==> config.mk <==
export PLATFORM = sky130hd
export DESIGN_NAME = seam_blend_compositor_top
export DESIGN_NICKNAME = d
export VERILOG_FILES = /design/src/hw/rtl/scb_pkg.sv /design/src/hw/rtl/scb_geom.sv /design/src/hw/rtl/scb_mix.sv /design/src/hw/rtl/seam_blend_compositor_top.sv
export SDC_FILE = /design/constraint.sdc
export NUM_CORES = 2
export LEC_CHECK = 0
export ABC_AREA = 1
export BUFFER_PORTS_ARGS = -buffer_cell sky130_fd_sc_hd__buf_4
export CORE_MARGIN = 2
export CORE_UTILIZATION = 40
export CTS_BUF_LIST = sky130_fd_sc_hd__clkbuf_4 sky130_fd_sc_hd__clkbuf_8 sky130_fd_sc_hd__clkbuf_16
export DETAILED_ROUTE_END_ITERATION = 16
export SLEW_MARGIN = 20
export SYNTH_ARGS = -nofsm -noshare
export SYNTH_HDL_FRONTEND = slang
export SYNTH_SLANG_ARGS = --single-unit
==> constraint.sdc <==
create_clock -name clk -period 24.4 [get_ports clk]
set_clock_uncertainty 0.1 [all_clocks]
set_input_delay 2.44 -clock clk [delete_from_list [all_inputs] [get_ports clk]]
set_output_delay 2.44 -clock clk [all_outputs]
set_load 0.01 [all_outputs]
==> src/hw/rtl/scb_pkg.sv <==
// Shared types, select codes and the color correction function
// for the seam blend compositor. No dependencies.
`default_nettype none
package scb_pkg;

  localparam int GainW   = 10;
  localparam int OffsetW = 11;
  localparam int PixW    = 24;

  localparam logic [1:0] SEL_LEFT  = 2'd0;
  localparam logic [1:0] SEL_RIGHT = 2'd1;
  localparam logic [1:0] SEL_MIX   = 2'd2;

  typedef struct packed {
    logic [1:0] sel;
    logic       is_seam;
    logic       last;
  } ctl_t;

  function automatic logic [7:0] correct_chan(input logic [7:0] p,
                                              input logic [GainW-1:0] g,
                                              input logic [OffsetW-1:0] o);
    logic signed [20:0] v;
    logic [17:0]        prod;
    logic [7:0]         q;
    prod = g * p;
    v = $signed({3'b000, prod}) + $signed({{6{o[OffsetW-1]}}, o, 4'b0000});
    if (v < 0) begin
      q = 8'd0;
    end else if (v[20:8] > 13'd255) begin
      q = 8'd255;
    end else begin
      q = v[15:8];
    end
    return q;
  endfunction

endpackage
`default_nettype wire

==> src/hw/rtl/scb_geom.sv <==
// Seam and band geometry pipeline: four register stages from the column
// and the registers to the region select, band offset and divisor. Uses scb_pkg.
`default_nettype none
module scb_geom
  import scb_pkg::*;
#(
  parameter int IMAGE_WIDTH = 640,
  parameter int XW = $clog2(IMAGE_WIDTH + 1)
) (
  input  wire logic          clk,
  input  wire logic          en,
  input  wire logic [10:0]   column,
  input  wire logic [10:0]   shift_dx,
  input  wire logic [15:0]   seam_pos,
  input  wire logic [9:0]    band_req,
  output ctl_t               ctl,
  output logic [XW-1:0]      x,
  output logic [XW-1:0]      d
);
  localparam int GW = $clog2(2 * IMAGE_WIDTH) + 3;
  localparam int LW = $clog2(IMAGE_WIDTH + 1);
  localparam int PW = 16 + LW;
  localparam logic signed [GW-1:0] WS  = GW'(IMAGE_WIDTH);
  localparam logic signed [GW-1:0] WM1 = GW'(IMAGE_WIDTH - 1);
  localparam logic signed [GW-1:0] ONE = GW'(1);
  localparam logic signed [GW-1:0] ZRO = GW'(0);

  logic signed [GW-1:0] dxs, os_c, t_c, oe_c, len_c;
  assign dxs = GW'($signed(shift_dx));

  always_comb begin
    os_c = (dxs < ZRO) ? -dxs : ZRO;
    if (os_c > WS) begin
      os_c = WS;
    end
    t_c = (dxs > ZRO) ? WS - dxs : WS;
    oe_c = (t_c < os_c) ? os_c : t_c;
    len_c = oe_c - os_c;
  end

  logic [10:0]          c1, c2, c3;
  logic signed [GW-1:0] os1;
  logic [LW-1:0]        len1;
  logic [PW-1:0]        prod1;

  always_ff @(posedge clk) begin
    if (en) begin
      c1    <= column;
      os1   <= os_c;
      len1  <= len_c[LW-1:0];
      prod1 <= seam_pos * len_c[LW-1:0];
    end
  end

  logic [PW:0]          rnd;
  logic signed [GW-1:0] s1raw, s1_c, s0raw, s0_c;
  always_comb begin
    rnd   = {1'b0, prod1} + (PW+1)'(32768);
    s1raw = os1 + GW'(rnd[PW:16]);
    s1_c  = (s1raw < ONE) ? ONE : ((s1raw > WM1) ? WM1 : s1raw);
    s0raw = s1_c + dxs;
    s0_c  = (s0raw < ONE) ? ONE : ((s0raw > WM1) ? WM1 : s0raw);
  end

  logic signed [GW-1:0] s1_2, s0_2, s1_3, s0_3, bs3, be3, n3;
  logic                 none2, none3;

  always_ff @(posedge clk) begin
    if (en) begin
      c2    <= c1;
      s1_2  <= s1_c;
      s0_2  <= s0_c;
      none2 <= (len1 == '0);
    end
  end

  logic signed [GW-1:0] h_c, bsr, ber, bs_c, be_c;
  always_comb begin
    h_c  = GW'(band_req[9:1]);
    bsr  = s0_2 - h_c;
    ber  = s0_2 + h_c;
    bs_c = (bsr < ONE) ? ONE : bsr;
    be_c = (ber > WM1) ? WM1 : ber;
  end

  always_ff @(posedge clk) begin
    if (en) begin
      c3    <= c2;
      s1_3  <= s1_2;
      s0_3  <= s0_2;
      bs3   <= bs_c;
      be3   <= be_c;
      n3    <= be_c - bs_c;
      none3 <= none2;
    end
  end

  logic signed [GW-1:0] cs, b1r, b1, e1r, e1, r1, marker, rowlen, xs, ds;
  logic                 hard;
  ctl_t                 ctl_c;
  always_comb begin
    cs   = GW'(c3);
    hard = (n3 < GW'(4));
    b1r  = bs3 - dxs;
    b1   = (b1r < ZRO) ? ZRO : ((b1r > WM1) ? WM1 : b1r);
    e1r  = be3 - dxs;
    e1   = (e1r < b1 + ONE) ? b1 + ONE : ((e1r > WS) ? WS : e1r);
    r1   = (e1 > WM1) ? WM1 : e1;
    xs   = cs - bs3;
    ds   = n3 - ONE;
    if (none3) begin
      marker    = WS;
      rowlen    = WS + WS;
      ctl_c.sel = (cs < WS) ? SEL_LEFT : SEL_RIGHT;
    end else if (hard) begin
      marker    = s0_3;
      rowlen    = s0_3 + WS - s1_3;
      ctl_c.sel = (cs < s0_3) ? SEL_LEFT : SEL_RIGHT;
    end else begin
      marker    = bs3 + (n3 >>> 1);
      rowlen    = be3 + WS - r1;
      if (cs < bs3) begin
        ctl_c.sel = SEL_LEFT;
      end else if (cs < be3) begin
        ctl_c.sel = SEL_MIX;
      end else begin
        ctl_c.sel = SEL_RIGHT;
      end
    end
    ctl_c.is_seam = (cs == marker);
    ctl_c.last    = (cs == rowlen - ONE);
  end

  always_ff @(posedge clk) begin
    if (en) begin
      ctl <= ctl_c;
      x   <= xs[XW-1:0];
      d   <= ds[XW-1:0];
    end
  end

endmodule
`default_nettype wire

==> src/hw/rtl/scb_mix.sv <==
// Feather mix: weighted sums per channel, then an eight stage restoring
// divider by the band length minus one, and the final pixel select. Uses scb_pkg.
`default_nettype none
module scb_mix
  import scb_pkg::*;
#(
  parameter int IMAGE_WIDTH = 640,
  parameter int XW = $clog2(IMAGE_WIDTH + 1)
) (
  input  wire logic            clk,
  input  wire logic            rst,
  input  wire logic            en,
  input  wire logic            valid_in,
  input  wire ctl_t            ctl_in,
  input  wire logic [XW-1:0]   x_in,
  input  wire logic [XW-1:0]   d_in,
  input  wire logic [PixW-1:0] lp_in,
  input  wire logic [PixW-1:0] rp_in,
  output logic                 valid_out,
  output logic [PixW-1:0]      pixel_out,
  output logic                 seam_out,
  output logic                 last_out
);
  localparam int NW = XW + 9;

  logic            v   [0:8];
  ctl_t            ctl [0:8];
  logic [XW-1:0]   dd  [0:8];
  logic [PixW-1:0] pix [0:8];
  logic [NW-1:0]   rem [0:8][0:2];
  logic [7:0]      q   [0:8][0:2];

  logic [XW-1:0] dmx;
  assign dmx = d_in - x_in;

  always_ff @(posedge clk) begin
    if (rst) begin
      v[0] <= 1'b0;
    end else if (en) begin
      v[0] <= valid_in;
    end
  end

  always_ff @(posedge clk) begin
    if (en) begin
      ctl[0] <= ctl_in;
      dd[0]  <= d_in;
      pix[0] <= (ctl_in.sel == SEL_LEFT) ? lp_in : rp_in;
      for (int ch = 0; ch < 3; ch++) begin
        rem[0][ch] <= NW'(dmx * lp_in[8*ch +: 8]) + NW'(x_in * rp_in[8*ch +: 8]);
        q[0][ch]   <= 8'd0;
      end
    end
  end

  for (genvar j = 1; j <= 8; j++) begin : g_div
    logic [NW-1:0] trial;
    assign trial = NW'(dd[j-1]) << (8 - j);

    always_ff @(posedge clk) begin
      if (rst) begin
        v[j] <= 1'b0;
      end else if (en) begin
        v[j] <= v[j-1];
      end
    end

    always_ff @(posedge clk) begin
      if (en) begin
        ctl[j] <= ctl[j-1];
        dd[j]  <= dd[j-1];
        pix[j] <= pix[j-1];
        for (int ch = 0; ch < 3; ch++) begin
          if (rem[j-1][ch] >= trial) begin
            rem[j][ch] <= rem[j-1][ch] - trial;
            q[j][ch]   <= q[j-1][ch] | (8'd1 << (8 - j));
          end else begin
            rem[j][ch] <= rem[j-1][ch];
            q[j][ch]   <= q[j-1][ch];
          end
        end
      end
    end
  end

  assign valid_out = v[8];
  assign pixel_out = (ctl[8].sel == SEL_MIX) ? {q[8][2], q[8][1], q[8][0]} : pix[8];
  assign seam_out  = ctl[8].is_seam;
  assign last_out  = ctl[8].last;

  a_mix_divisor: assert property (@(posedge clk) disable iff (rst)
    (v[0] && ctl[0].sel == SEL_MIX) |-> (dd[0] >= XW'(3)))
    else $error("mix with band under four columns");

  a_mix_offset: assert property (@(posedge clk) disable iff (rst)
    (valid_in && en && ctl_in.sel == SEL_MIX) |-> (x_in <= d_in))
    else $error("mix offset past band");

  a_rem_bound: assert property (@(posedge clk) disable iff (rst)
    (v[8] && ctl[8].sel == SEL_MIX) |->
      (rem[8][0] < NW'(dd[8]) && rem[8][1] < NW'(dd[8]) && rem[8][2] < NW'(dd[8])))
    else $error("divider remainder not reduced");

endmodule
`default_nettype wire

==> src/hw/rtl/seam_blend_compositor_top.sv <==
// Top level of the seam blend compositor: registers, input stage with color
// correction, geometry pipeline and mix. Uses scb_pkg, scb_geom, scb_mix.
//
//  channel  | signals                                   | moves
//  input    | in_valid, in_ready, out_column, *_pixel   | one pixel item
//  output   | out_valid, out_ready, out_pixel, flags    | one stitched item
//  config   | write_enable, reg_index, write_data       | one register write
//
// One item per cycle unless the output stalls; stages: 4 geometry and correction, 1 sum, 8 divide.
// The geometry, sum and divider stages together set the depth; every stage moves together.
// A stalled output freezes the whole pipeline; in_ready drops in that cycle.
// Reset clears the valid bits and loads the register defaults.
`default_nettype none
module seam_blend_compositor_top
  import scb_pkg::*;
#(
  parameter int IMAGE_WIDTH = 640
) (
  input  wire logic            clk,
  input  wire logic            rst,
  input  wire logic            write_enable,
  input  wire logic [2:0]      reg_index,
  input  wire logic [32:0]     write_data,
  input  wire logic            in_valid,
  output logic                 in_ready,
  input  wire logic [10:0]     out_column,
  input  wire logic [PixW-1:0] left_pixel,
  input  wire logic [PixW-1:0] right_pixel,
  output logic                 out_valid,
  input  wire logic            out_ready,
  output logic [PixW-1:0]      out_pixel,
  output logic                 is_seam_column,
  output logic                 last_column
);
  localparam int XW = $clog2(IMAGE_WIDTH + 1);

  localparam logic [2:0] REG_GAINS   = 3'd0;
  localparam logic [2:0] REG_OFFSETS = 3'd1;
  localparam logic [2:0] REG_SHIFT   = 3'd2;
  localparam logic [2:0] REG_SEAM    = 3'd3;
  localparam logic [2:0] REG_BLEND   = 3'd4;

  logic [29:0] channel_gains;
  logic [32:0] channel_offsets;
  logic [10:0] shift_dx;
  logic [15:0] seam_pos;
  logic [9:0]  band_req;

  always_ff @(posedge clk) begin
    if (rst) begin
      channel_gains   <= 30'h10040100;
      channel_offsets <= '0;
      shift_dx        <= '0;
      seam_pos        <= 16'd32768;
      band_req        <= 10'd50;
    end else if (write_enable) begin
      case (reg_index)
        REG_GAINS:   channel_gains   <= write_data[29:0];
        REG_OFFSETS: channel_offsets <= write_data;
        REG_SHIFT:   shift_dx        <= write_data[10:0];
        REG_SEAM:    seam_pos        <= write_data[15:0];
        REG_BLEND:   band_req        <= write_data[9:0];
        default: ;
      endcase
    end
  end

  logic en;
  assign en       = !out_valid || out_ready;
  assign in_ready = en;

  logic [PixW-1:0] rp_c;
  always_comb begin
    for (int ch = 0; ch < 3; ch++) begin
      rp_c[8*ch +: 8] = correct_chan(right_pixel[8*ch +: 8],
                                     channel_gains[GainW*ch +: GainW],
                                     channel_offsets[OffsetW*ch +: OffsetW]);
    end
  end

  logic [3:0]      v;
  logic [PixW-1:0] lp [0:3];
  logic [PixW-1:0] rp [0:3];

  always_ff @(posedge clk) begin
    if (rst) begin
      v <= '0;
    end else if (en) begin
      v <= {v[2:0], in_valid};
    end
  end

  always_ff @(posedge clk) begin
    if (en) begin
      lp[0] <= left_pixel;
      rp[0] <= rp_c;
      for (int k = 1; k < 4; k++) begin
        lp[k] <= lp[k-1];
        rp[k] <= rp[k-1];
      end
    end
  end

  ctl_t          gctl;
  logic [XW-1:0] gx, gd;

  scb_geom #(.IMAGE_WIDTH(IMAGE_WIDTH), .XW(XW)) u_geom (
    .clk        (clk),
    .en         (en),
    .column     (out_column),
    .shift_dx   (shift_dx),
    .seam_pos   (seam_pos),
    .band_req   (band_req),
    .ctl        (gctl),
    .x          (gx),
    .d          (gd)
  );

  scb_mix #(.IMAGE_WIDTH(IMAGE_WIDTH), .XW(XW)) u_mix (
    .clk      (clk),
    .rst      (rst),
    .en       (en),
    .valid_in (v[3]),
    .ctl_in   (gctl),
    .x_in     (gx),
    .d_in     (gd),
    .lp_in    (lp[3]),
    .rp_in    (rp[3]),
    .valid_out(out_valid),
    .pixel_out(out_pixel),
    .seam_out (is_seam_column),
    .last_out (last_column)
  );

endmodule
`default_nettype wire
==> results.ini <==
[setup_path]
r2r_cells=48
arrival_ns=11.66
worst-path-max-fanout=14
rrSetupSlack_ns=13.19
cp_slowest_stage_delay_ns=0.52
crit_required_ns=24.85
r2r-start=shift_dx[1]$_SDFFE_PP0P_
critPathSlowestCell=fa_1
worstPathBufferInverterCount=7
worst-setup-path-type=flop to flop
critPathCaptureType=flop
crit_path_start=shift_dx[1]$_SDFFE_PP0P_
path_depth=48
cp-start-kind=flop
crit_family=adder cells

[sta]
rsz0062_at_grt=false
period_minus_slack_ns=11.21
max_slew.worst_pin.slew_ns=1.14
fmax_mhz=89.2
drv_slew=0
tns_ns=0
hold_violations=0
period_share_pct=45.9
setup_viol=0
slew_headroom_pct=24.1

[synth]
synth_edf_count=1289
yosys.area.top_type=edfxtp_1
synth.distinct_cells=68
synth_area_leaders=edfxtp_1 (40%), fa_1 (14%), ha_1 (11%)
syn-mean-instance-area_um2=10.1
ys.warnings.count=0
synthFlopType=edfxtp_1
ys_seq_area_share_pct=42.6
yosysTopAreaCellShare_pct=40.5
ys_seq_elements=1392
syn_area_um2=95700
postSynthCellCount=9511
async_flop_share_pct=0

[grt]
grt_max_degree=192
gr-total-overflow=0
grt_pass1_wl_mm=365
grt_pass1_vias=65700
grt_usage_pct=19.2
antenna_found_initial=16

[min_path]
min_delay_path_depth=0
min_from=rp[1][17]$_DFFE_PN_
hold_class=flop to flop

[clock_tree]
cts-hold-fix-buffers=0
post_cts_buffers=0
path_clk_slew_ns=0.06
clk_latency_ns=0.85
cts_root_buffer=clkbuf_16
cts_tree=yes
cts_num_sinks=1392
clk_path_buf_depth=3
post_cts_resized=0
cts_made_buffers=158
cts_htree_levels=4

[finish]
final_cell_mix=inv_1 (1777), nand2_1 (1645), edfxtp_1 (1289)
stdcell_count=12900
fin_area_um2=106000
syn_to_final_growth_pct=10.6
final_common_cell=inv_1
finalNetCount=11300
fillers=22300
drive_gt1_share_pct=5.60
final_util_pct=44.5

[placement]
place_congestion=0.944
io_buffers=127
dp.final_hpwl_mm=180
placed_cells=12700
placed_area_um2=100000

[floorplanning]
io_pins=128
initial_core_util_pct=40.2
rows=179
die_x_um=493
die_h_um=493
core-area_um2=238000
dieArea_um2=243000

[route]
remaining_drc_errors=6
vias=64300
wl_per_cell_um=17.9
detail_route.first_pass.iterations=14
vias_per_cell=4.97
detail-route-antenna-nets=0
drt_iter0_markers=4570
wirelength_mm=231

[run]
cap_violations=0

[run_status]
status=finished with violations
violations=DRC

==> cells by family (layout without fill, tap and decap cells) <==
kind of cell / count (synthesis) / in the layout / share of synthesized area (%)
simple gates: 2758 / 2758 / 11.9
buf+inv: 2029 / 2272 / 7.99
fa+ha+maj: 1533 / 1533 / 25.2
flops: 1392 / 1392 / 42.6
compound gates: 1238 / 1238 / 7.09
xor+xnor: 535 / 535 / 4.91
mux: 24 / 24 / 0.283
other cells: 2 / 25 / 0.00785
==> final timing paths <==
check                                                   to
worst min register to register         rp[2][17]$_DFFE_PN_
worst min-delay path                   rp[2][17]$_DFFE_PN_
worst max register to register  u_geom.prod1[23]$_DFFE_PN_
worst max-delay path            u_geom.prod1[23]$_DFFE_PN_
==> layout make-up <==
class,count,area (um^2),share of cell area (%)
timing repair buffer,178,1350,1.28
tap,3167,3960,3.75
clock inverter,101,1330,1.26
inverter,1803,6780,6.41
multi-input combinational,6111,47400,44.8
clock buffer,190,4210,3.98
sequential,1392,40800,38.6
antenna,2,5.00,0.00473
==> sequential cells by signal (all words and copies together), names as in the netlist, 14 cells and up <==
name / count
rp: 96
u_geom.s1_2: 14
seam_pos: 16
u_mix.dd: 80
u_geom.be3: 14
u_geom.n3: 14
u_geom.os1: 14
u_geom.s0_2: 14
u_geom.s0_3: 14
u_mix.rem: 456
u_mix.q: 108
u_mix.pix: 216
lp: 96
u_geom.bs3: 14
channel_offsets: 33
u_mix.ctl: 36
channel_gains: 30
u_geom.s1_3: 14
==> metrics by stage <==
step                worst slack [ns]  hold slack, ns
floorplan                       4.24           0.300
global placement               13.09           0.300
detailed placement             13.13           0.305
CTS                            13.09           0.293
global route                   12.14           0.304
finish                         13.19           0.301
==> routing by layer <==
| layer | vias to the layer above | track usage (%) | share of wire, % |
|---|---|---|---|
| li1 | 31300 | - | - |
| met1 | 31000 | 24.6 | 43 |
| met2 | 1638 | 32.7 | 48 |
| met3 | 404 | 2.74 | 5.1 |
| met4 | 6 | 7.15 | 3.8 |
| met5 | - | 0 | 0.016 |
==> cell usage after synthesis, types with 70 or more instances <==
cell type and instances:
o21ai_0 474, nor2_1 616, nand4_1 70, xnor2_1 216, inv_1 1780, dfxtp_1 103
nor3_1 96, fa_1 662, xor2_1 318, nand3_1 189, ha_1 871, clkbuf_1 208
nand2_1 1645, a21oi_1 536, edfxtp_1 1289
Power is not shown: default switching activity piles up to over one toggle a cycle in this logic, so the estimate is an artifact.
